`src/rtl/core/three_wheel_pid_speed_loop_top_defines.svh`:
```
// Assertion macros for the three-wheel PID speed loop.
// Included by the top level; no other dependencies.
`ifndef THREE_WHEEL_PID_SPEED_LOOP_TOP_DEFINES_SVH
`define THREE_WHEEL_PID_SPEED_LOOP_TOP_DEFINES_SVH

`ifndef SYNTHESIS
`define TPSL_ASSERT_IMP(lbl, clk, rstn, ante, cons) \
  lbl: assert property (@(posedge clk) disable iff (!rstn) (ante) |-> (cons)) \
    else $error("tpsl assertion failed");
`define TPSL_ASSERT_NXT(lbl, clk, rstn, ante, cons) \
  lbl: assert property (@(posedge clk) disable iff (!rstn) (ante) |=> (cons)) \
    else $error("tpsl assertion failed");
`else
`define TPSL_ASSERT_IMP(lbl, clk, rstn, ante, cons)
`define TPSL_ASSERT_NXT(lbl, clk, rstn, ante, cons)
`endif

`endif

```
`src/rtl/core/tpsl_pkg.sv`:
```
// Shared types and constants for the three-wheel PID speed loop.
// No dependencies; used by every module of the block.
`default_nettype none

package tpsl_pkg;

  localparam int LANES = 3;

  typedef enum logic [2:0] {
    CFG_GAIN_P         = 3'd0,
    CFG_GAIN_I         = 3'd1,
    CFG_GAIN_D         = 3'd2,
    CFG_INTEGRAL_UPPER = 3'd3,
    CFG_INTEGRAL_LOWER = 3'd4,
    CFG_ERROR_LIMIT    = 3'd5
  } cfg_idx_e;

  localparam logic [15:0]        GAIN_P_RST         = 16'd410;
  localparam logic [15:0]        GAIN_I_RST         = 16'd205;
  localparam logic [15:0]        GAIN_D_RST         = 16'd410;
  localparam logic signed [15:0] INTEGRAL_UPPER_RST = 16'sd3200;
  localparam logic signed [15:0] INTEGRAL_LOWER_RST = -16'sd3200;
  localparam logic [14:0]        ERROR_LIMIT_RST    = 15'd800;

  localparam logic signed [24:0] INTEG_MAX = 25'sd8388607;
  localparam logic signed [24:0] INTEG_MIN = -25'sd8388608;
  localparam logic signed [29:0] DRIVE_MAX = 30'sd32767;
  localparam logic signed [29:0] DRIVE_MIN = -30'sd32768;
  localparam logic signed [41:0] ROUND_HALF = 42'sd2048;

  typedef struct packed {
    logic [15:0]        gain_p;
    logic [15:0]        gain_i;
    logic [15:0]        gain_d;
    logic signed [15:0] integral_upper;
    logic signed [15:0] integral_lower;
    logic [14:0]        error_limit;
  } cfg_t;

  typedef struct packed {
    logic accept;
    logic adv2;
  } lane_ctrl_t;

endpackage

`default_nettype wire

```
`src/rtl/core/tpsl_merge.sv`:
```
// Output stage: joins the lane drive values into one result word and holds it for the sink.
// Depends on tpsl_pkg.
`default_nettype none

module tpsl_merge (
  input  logic               clk_i,
  input  logic               rst_ni,
  input  logic               load_i,
  input  logic               out_ready_i,
  input  logic signed [15:0] lane_drive_i [tpsl_pkg::LANES],
  output logic               out_valid_o,
  output logic signed [15:0] drive_o [tpsl_pkg::LANES]
);
  import tpsl_pkg::*;

  logic valid_q, valid_d;
  logic signed [15:0] drive_q [LANES];

  always_comb begin
    valid_d = valid_q;
    if (load_i) begin
      valid_d = 1'b1;
    end else if (out_ready_i) begin
      valid_d = 1'b0;
    end
  end

  always_ff @(posedge clk_i or negedge rst_ni) begin
    if (!rst_ni) begin
      valid_q <= 1'b0;
    end else begin
      valid_q <= valid_d;
    end
  end

  always_ff @(posedge clk_i) begin
    if (load_i) begin
      drive_q <= lane_drive_i;
    end
  end

  assign out_valid_o = valid_q;
  assign drive_o     = drive_q;

endmodule

`default_nettype wire

```
`config.mk`:
```
export PLATFORM = sky130hd
export DESIGN_NAME = tpsl_merge
export DESIGN_NICKNAME = d
export VERILOG_FILES = /design/src/rtl/core/three_wheel_pid_speed_loop_top_defines.svh /design/src/rtl/core/tpsl_pkg.sv /design/src/rtl/core/tpsl_merge.sv
export SDC_FILE = /design/constraint.sdc
export NUM_CORES = 1
export LEC_CHECK = 0
export BUFFER_PORTS_ARGS = -buffer_cell sky130_fd_sc_hd__clkbuf_2
export CAP_MARGIN = 30
export CORE_MARGIN = 3
export CORE_UTILIZATION = 30
export CTS_CLUSTER_DIAMETER = 200
export CTS_CLUSTER_SIZE = 30
export DETAILED_ROUTE_END_ITERATION = 7
export PLACE_DENSITY = 0.7
export SLEW_MARGIN = 5
export SYNTH_ARGS = -nofsm -noshare
export SYNTH_HDL_FRONTEND = slang
export SYNTH_SLANG_ARGS = --single-unit
```
`constraint.sdc`:
```
create_clock -name clk_i -period 1.85 [get_ports clk_i]
set_input_delay 0.0925 -clock clk_i [delete_from_list [all_inputs] [get_ports clk_i]]
set_output_delay 0.0925 -clock clk_i [all_outputs]
set_load 0.01 [all_outputs]
```
==> results of run 1 <==
==> layout make-up <==
class,instances,share of cell area
clock buffer,7,0.02876
multi-input combinational,1,0.002829
clock inverter,1,0.002829
tap,65,0.03065
timing repair buffer,150,0.3810
sequential,49,0.5526
inverter,1,0.001414
==> worst max path at each step <==
| stage | start | end | slack [ns] | cells after the start |
|---|---|---|---|---|
| floorplan | out_valid_o$_DFFE_PN0P_ | out_valid_o$_DFFE_PN0P_ | 1.17 | 1 |
| global placement | load_i | drive_o[36]$_DFFE_PP_ | 0.71 | 2 |
| detailed placement | load_i | drive_o[32]$_DFFE_PP_ | 0.70 | 2 |
| CTS | drive_o[35]$_DFFE_PP_ | drive_o[35] | 0.92 | 1 |
| global route | drive_o[44]$_DFFE_PP_ | drive_o[44] | 0.86 | 1 |
| finish | drive_o[44]$_DFFE_PP_ | drive_o[44] | 0.93 | 1 |
==> metrics by stage <==
step,power [mW],setup WS [ns],instances,hold slack [ns],util
after floorplan,1.413,1.167,51,-0.2031,-
after global placement,1.569,0.7107,217,-0.1309,0.4556
after detailed placement,1.572,0.6968,217,-0.1267,0.4556
after CTS,2.237,0.9240,274,0.04209,0.5814
after global routing,2.321,0.8634,274,0.04256,0.5814
final,2.213,0.9304,274,0.05264,0.5814
==> power by group <==
| part | internal [mW] | switching, mW | total (mW) |
|---|---|---|---|
| Sequential | 1.31 | 0.0228 | 1.34 |
| Combinational | 0.163 | 0.128 | 0.291 |
| Clock | 0.268 | 0.317 | 0.585 |
| Total | 1.74 | 0.468 | 2.21 |
==> cell usage in the layout (no fill, tap or decap) <==
cell type and n:
a21o_1 1, buf_12 1, clkbuf_1 2, clkbuf_2 100, clkbuf_8 5, clkinvlp_4 1, dfrtp_1 1, dlygate4sd3_1 49
edfxtp_1 48, inv_1 1
==> flip-flops by register name, indices dropped and copies added, names as in the netlist <==
| register | count |
|---|---|
| out_valid_o | 1 |
| drive_o | 48 |
==> layer usage <==
layer / vias to the layer above / track usage
met3: 4 / 0.05792
li1: 515 / -
met4: 0 / 0.04348
met5: - / 0
met1: 492 / 0.1427
met2: 62 / 0.2491
==> timing repair <==
| item | CTS | global route |
|---|---|---|
| gates resized for setup | 0 | 0 |
| hold buffers | 49 | 0 |
| endpoints found under the hold margin | 49 | 0 |
==> kinds of logic after synthesis <==
kind of cell / Yosys count
compound gates: 1
buf+inv: 1
flops: 49
==> metrics, run 1 <==
worst r2r dst out_valid_o$_DFFE_PN0P_; Setup TNS 0 ns; status finished, final reports clean; Crit path required time 1.76 ns; maximum clock rate 1087 MHz; crit path capture type primary output; leakage between 1 and 1.5 nW; normalized max-slew margin 0.6041; CTS Sinks 49; met3 wire length 330 um; Initial DRC Count 36; Worst Path Buf+Inv 1; worst-case clock skew 0 ns; Clock transition at path regs 0.08 ns; number of synthesized flops with an enable pin 48; actual slew at the worst max-slew pin 0.5938 ns; Post-Syn Area 1478 sq um; YS warnings 0; P per Cell Area 833.9 nW/um^2; Routed WL per cell ~13 um; n_diodes 0; number of global-route vias before repair 1189; Synthesized Nets approximately 100; Cells after Synth 51; CTS tree done; Netlist cell types 4; drt drc 0; data arrival time of the worst path 0.83 ns; Routed Antenna Nets 0; reg-to-reg critical path startpoint out_valid_o$_DFFE_PN0P_; fin area 2654 sq um; CP top delay family flip-flops; Synth Area in Simple Gates 0; post-synthesis compound-gate area fraction 0.005080; top-count cell post-synth edfxtp_1; first-pass GRT wire length 6.023 mm; footprint of the multi-input gates 7.507 sq um; Hold Path Class in2reg; DR vias 1073; area growth from synthesis to final layout 79.59%; FF-to-FF path depth 1; Worst Path Max Fanout 1; met2 wire len 2.000 mm; Num CTS Buffers 5; Clock Latency Late Sink about 0.29 ns; Vias/cell 3.916; XOR/XNOR share of the synthesized area 0; top routing layer in use met4; Worst path slowest cell edfxtp_1; # fillers 371; Hold Fails Final Rpt 0; IO buf count 100; Synth Area in Adders 0; top cells by area, synth edfxtp_1 98%, dfrtp_1 1.7%, a21o_1 0.51%, inv_1 0.25%; number of synthesized register bits 49; RSZ-0062 raised after global routing no; total iterations of the first detailed-routing run 4; total core area between 4000 and 5000 sq um; GPL Wtd Cong 0.6501; most frequent cells after synthesis 48 x edfxtp_1, 1 x a21o_1, 1 x dfrtp_1, 1 x inv_1; Worst VDD drop 0.6461 mV; fraction of registers with async set or reset after synthesis 0.02041; total track usage 0.1371; mux cell area share after synthesis 0; num rows 24; top_reg_cell synth edfxtp_1; Worst Hold Endpoint out_valid_o$_DFFE_PN0P_; register-to-register setup slack between 1 and 1.5 ns; nets@finish 260; die area 5803 sq um; CP startpoint kind flip-flop; routed wire length 3.677 mm; met1 wire length 1.307 mm; sequential area share after synthesis 0.9924; min-delay src out_ready_i; fin crit share 0.4971; CP peak stage delay 0.39 ns; starting density of the core 0.3237; share of the synthesized area in the top cell type 0.9754; CTS Root Buffer Type clkbuf_8; flip-flop and latch area 1466 sq um; largest net degree at the start of global routing 28; H-Tree Depth 2; postcts setup bufs 0; Final Slew Violations 0; # IOs 101; die width about 76 um; critical-path cell list clkbuf_2; GRT Residual Overflow 0; minimum clock period 0.9196 ns; Longest Clk Path Bufs 2; detailed placement HPWL 2.237 mm; layout cells sized above 1 0.5120; dpl cell area 2079 sq um; dominant cell type by area after synthesis edfxtp_1; Worst Hold Depth 3; # setup viols final 0; initial antenna violation count 0; Max Cap Viol 0; Avg Inst Size Synth 28.97 sq um; largest family of logic cells by synthesized area compound AO/OA/AOI/OAI gates; Critical Setup Path Class reg2out; Die Y approximately 76 um
(Power assumes the default switching activity.)
==> run 2, diff against run 1 <==
--- a/config.mk
+++ b/config.mk
@@ -5,6 +5,7 @@
 export SDC_FILE = /design/constraint.sdc
 export NUM_CORES = 1
 export LEC_CHECK = 0
+export ABC_AREA = 1
 export BUFFER_PORTS_ARGS = -buffer_cell sky130_fd_sc_hd__clkbuf_2
 export CAP_MARGIN = 30
 export CORE_MARGIN = 3
@@ -12,7 +13,7 @@
 export CTS_CLUSTER_DIAMETER = 200
 export CTS_CLUSTER_SIZE = 30
 export DETAILED_ROUTE_END_ITERATION = 7
-export PLACE_DENSITY = 0.7
+export PLACE_DENSITY = 0.72
 export SLEW_MARGIN = 5
 export SYNTH_ARGS = -nofsm -noshare
 export SYNTH_HDL_FRONTEND = slang
==> constraint.sdc (replaced) <==
create_clock -name clk_i -period 0.8 [get_ports clk_i]
set_input_delay 0.04 -clock clk_i [delete_from_list [all_inputs] [get_ports clk_i]]
set_output_delay 0.04 -clock clk_i [all_outputs]
set_load 0.01 [all_outputs]
==> metrics, run 2 <==
status complete, but fails checks (was finished, final reports clean); failing checks negative setup slack; flip-flop and latch area 1466 sq um (unchanged); drt drc 0 (unchanged); Critical Setup Path Class reg2out (unchanged); Vias/cell 3.857 (was 3.916); hold_ws 0.05716 ns (was 0.05264 ns); first-pass GRT wire length 6.120 mm (was 6.023 mm); most frequent cells after synthesis 48 x edfxtp_1, 2 x inv_1, 2 x nand2_1 (was 48 x edfxtp_1, 1 x a21o_1, 1 x dfrtp_1, 1 x inv_1); Setup WS post-layout -0.08706 ns (was 0.9304 ns); maximum clock rate 1127 MHz; nets@finish 265 (was 260); Worst VDD drop 1.328 mV (was 0.6461 mV); Die Y 76.27 um (was 76.18 um); top-count cell post-synth edfxtp_1 (unchanged); most common cell after layout, fill and taps aside clkbuf_2 (unchanged); fin crit share 1.109; Final Slew Violations 0 (unchanged); dominant cell type by area after synthesis edfxtp_1 (unchanged); top_reg_cell synth edfxtp_1 (unchanged); YS warnings 0 (unchanged); top routing layer in use met4 (unchanged); Layout Cells excl Fill 279 (was 274); Synthesized Nets 105 (was 103); met1 wire length 1.321 mm (was 1.307 mm); top cells by area, synth edfxtp_1 97%, dfrtp_1 1.7%, inv_1 0.51%, nand2_1 0.51% (was edfxtp_1 98%, dfrtp_1 1.7%, a21o_1 0.51%, inv_1 0.25%); H-Tree Depth 2 (unchanged); Routed WL per cell 13.59 um (was 13.42 um); layout cells sized above 1 0.5187 (was 0.5120); met3 wire length 378 um (was 330 um); max reg flops 48 (unchanged); largest net degree at the start of global routing 28 (unchanged); leakage 1.180 nW (was 1.159 nW); footprint of the multi-input gates 7.507 sq um (unchanged); Netlist cell types 4 (unchanged); actual slew at the worst max-slew pin 0.1421 ns (was 0.5938 ns); total core area 4564 sq um (unchanged); CTS Root Buffer Type clkbuf_8 (unchanged); Max Cap Viol 0 (unchanged); DR vias 1076 (was 1073); crit path capture type primary output (unchanged); minimum clock period 0.8871 ns; Clock transition at path regs 0.09 ns (was 0.08 ns); Hold Fails Final Rpt 0 (unchanged); data arrival time of the worst path 0.85 ns (was 0.83 ns); most frequent cells in the layout 96 x clkbuf_2, 50 x dlygate4sd3_1, 48 x edfxtp_1, 5 x clkbuf_8, 4 x buf_2 (was 100 x clkbuf_2, 49 x dlygate4sd3_1, 48 x edfxtp_1, 5 x clkbuf_8, 2 x clkbuf_1); # IOs 101 (unchanged); total track usage 0.1389 (was 0.1371); Worst Path Buf+Inv 1 (unchanged); CTS tree done (unchanged); # fillers 398 (was 371); met2 wire len 2.059 mm (was 2.000 mm); Avg Inst Size Synth 27.95 sq um (was 28.97 sq um); dpl ws 0.1066 ns (was 0.6968 ns); Longest Clk Path Bufs 2 (unchanged); Hold Path Class in2async (was in2reg); Clock Latency Late Sink 0.29 ns (about the same); die width 76.27 um (was 76.18 um); normalized max-slew margin 0.9053 (was 0.6041); IO buf count 100 (unchanged); n_diodes 0 (unchanged); GPL Wtd Cong 0.6473 (was 0.6501); Worst path slowest cell edfxtp_1 (unchanged); fraction of registers with async set or reset after synthesis 0.02041 (unchanged); Worst Path Max Fanout 1 (unchanged); starting density of the core 0.3246 (was 0.3237); Post-Syn Area 1481 sq um (was 1478 sq um); P per Cell Area 1922 nW/um^2 (was 833.9 nW/um^2); number of synthesized register bits 49 (unchanged); number of synthesized flops with an enable pin 48 (unchanged); # setup viols final 49 (was 0); Crit path required time 0.76 ns (was 1.76 ns); die area 5817 sq um (was 5803 sq um); initial antenna violation count 0 (unchanged); total iterations of the first detailed-routing run 3 (was 4); num rows 24 (unchanged); GRT Residual Overflow 0 (unchanged); routed wire length 3.793 mm (was 3.677 mm); Initial DRC Count 35 (was 36); CP startpoint kind flip-flop (unchanged); area growth from synthesis to final layout 82.43% (was 79.59%); number of global-route vias before repair 1211 (was 1189); Num CTS Buffers 5 (unchanged); CP top delay family flip-flops (unchanged); Cells after Synth 53 (was 51); dpl cells 220 (was 217); detailed placement HPWL 2.550 mm (was 2.237 mm); RSZ-0062 raised after global routing yes (was no); CTS Sinks 49 (unchanged); worst-case clock skew 0 ns (unchanged); critical-path cell list buf_2 (was clkbuf_2); share of the synthesized area in the top cell type 0.9730 (was 0.9754); sequential area share after synthesis 0.9899 (was 0.9924); CP peak stage delay 0.40 ns (was 0.39 ns); Routed Antenna Nets 0 (unchanged)
-- run 2: changes by cell type after synthesis, sizes merged --
cell	delta
nand2	+2
inv	+1
a21o	-1
-- run 2: final timing paths --
path,to,slack (ns),startpoint,cells past startpoint
worst min register to register,out_valid_o$_DFFE_PN0P_,0.59,out_valid_o$_DFFE_PN0P_,3
worst max-delay path,drive_o[11],-0.09,drive_o[11]$_DFFE_PP_,1
worst min-delay path,out_valid_o$_DFFE_PN0P_,0.06,rst_ni,2
max in group asynchronous,out_valid_o$_DFFE_PN0P_,0.66,rst_ni,2
worst max register to register,out_valid_o$_DFFE_PN0P_,0.08,out_valid_o$_DFFE_PN0P_,3
min in group clk_i,out_valid_o$_DFFE_PN0P_,0.20,load_i,4
-- run 2: cell families (layout without fill, tap and decap cells) --
group                  count (synthesis)  in the layout  synth area share
DFF                                   49             49            0.9899
and+or+nand+nor                        2              2          0.005069
buffers and inverters                  2            163          0.005069
-- run 2: through the flow --
step                cell area [sq um]  TNS (ns)    util  total power [mW]
finish                           2703    -2.077  0.5921             5.193
global placement                 2103         0  0.4608             3.637
CTS                              2703    -2.755  0.5921             5.244
detailed placement               2103         0  0.4608             3.658
global route                     2703    -4.550  0.5921             5.455
floorplan                        1481         0       -             3.268
-- run 2: repair_timing --
item | in CTS | in global routing
setup endpoints to repair | 49 | 49
gates resized for setup | 0 | 4
buffers inserted | 1 | 0
endpoints found under the hold margin | 50 | 0
hold buffers | 50 | 0
-- run 2: area by class of cell --
type | count | share of cell area
sequential | 49 | 0.5426
timing repair buffer | 153 | 0.3880
tap | 65 | 0.03009
clock buffer | 5 | 0.02546
clock inverter | 3 | 0.008333
multi-input combinational | 2 | 0.002778
inverter | 2 | 0.002778
-- run 2: power by group --
group | switching [mW] | total (mW) | internal, mW
registers | 0.0562 | 3.09 | 3.04
logic | 0.304 | 0.697 | 0.393
clock network | 0.789 | 1.40 | 0.613
total | 1.15 | 5.19 | 4.04
-- run 2: routing by layer --
metal,vias up,global-route usage
li1,524,-
met1,484,0.1431
met2,64,0.2513
met3,4,0.06501
met4,0,0.03804
met5,-,0
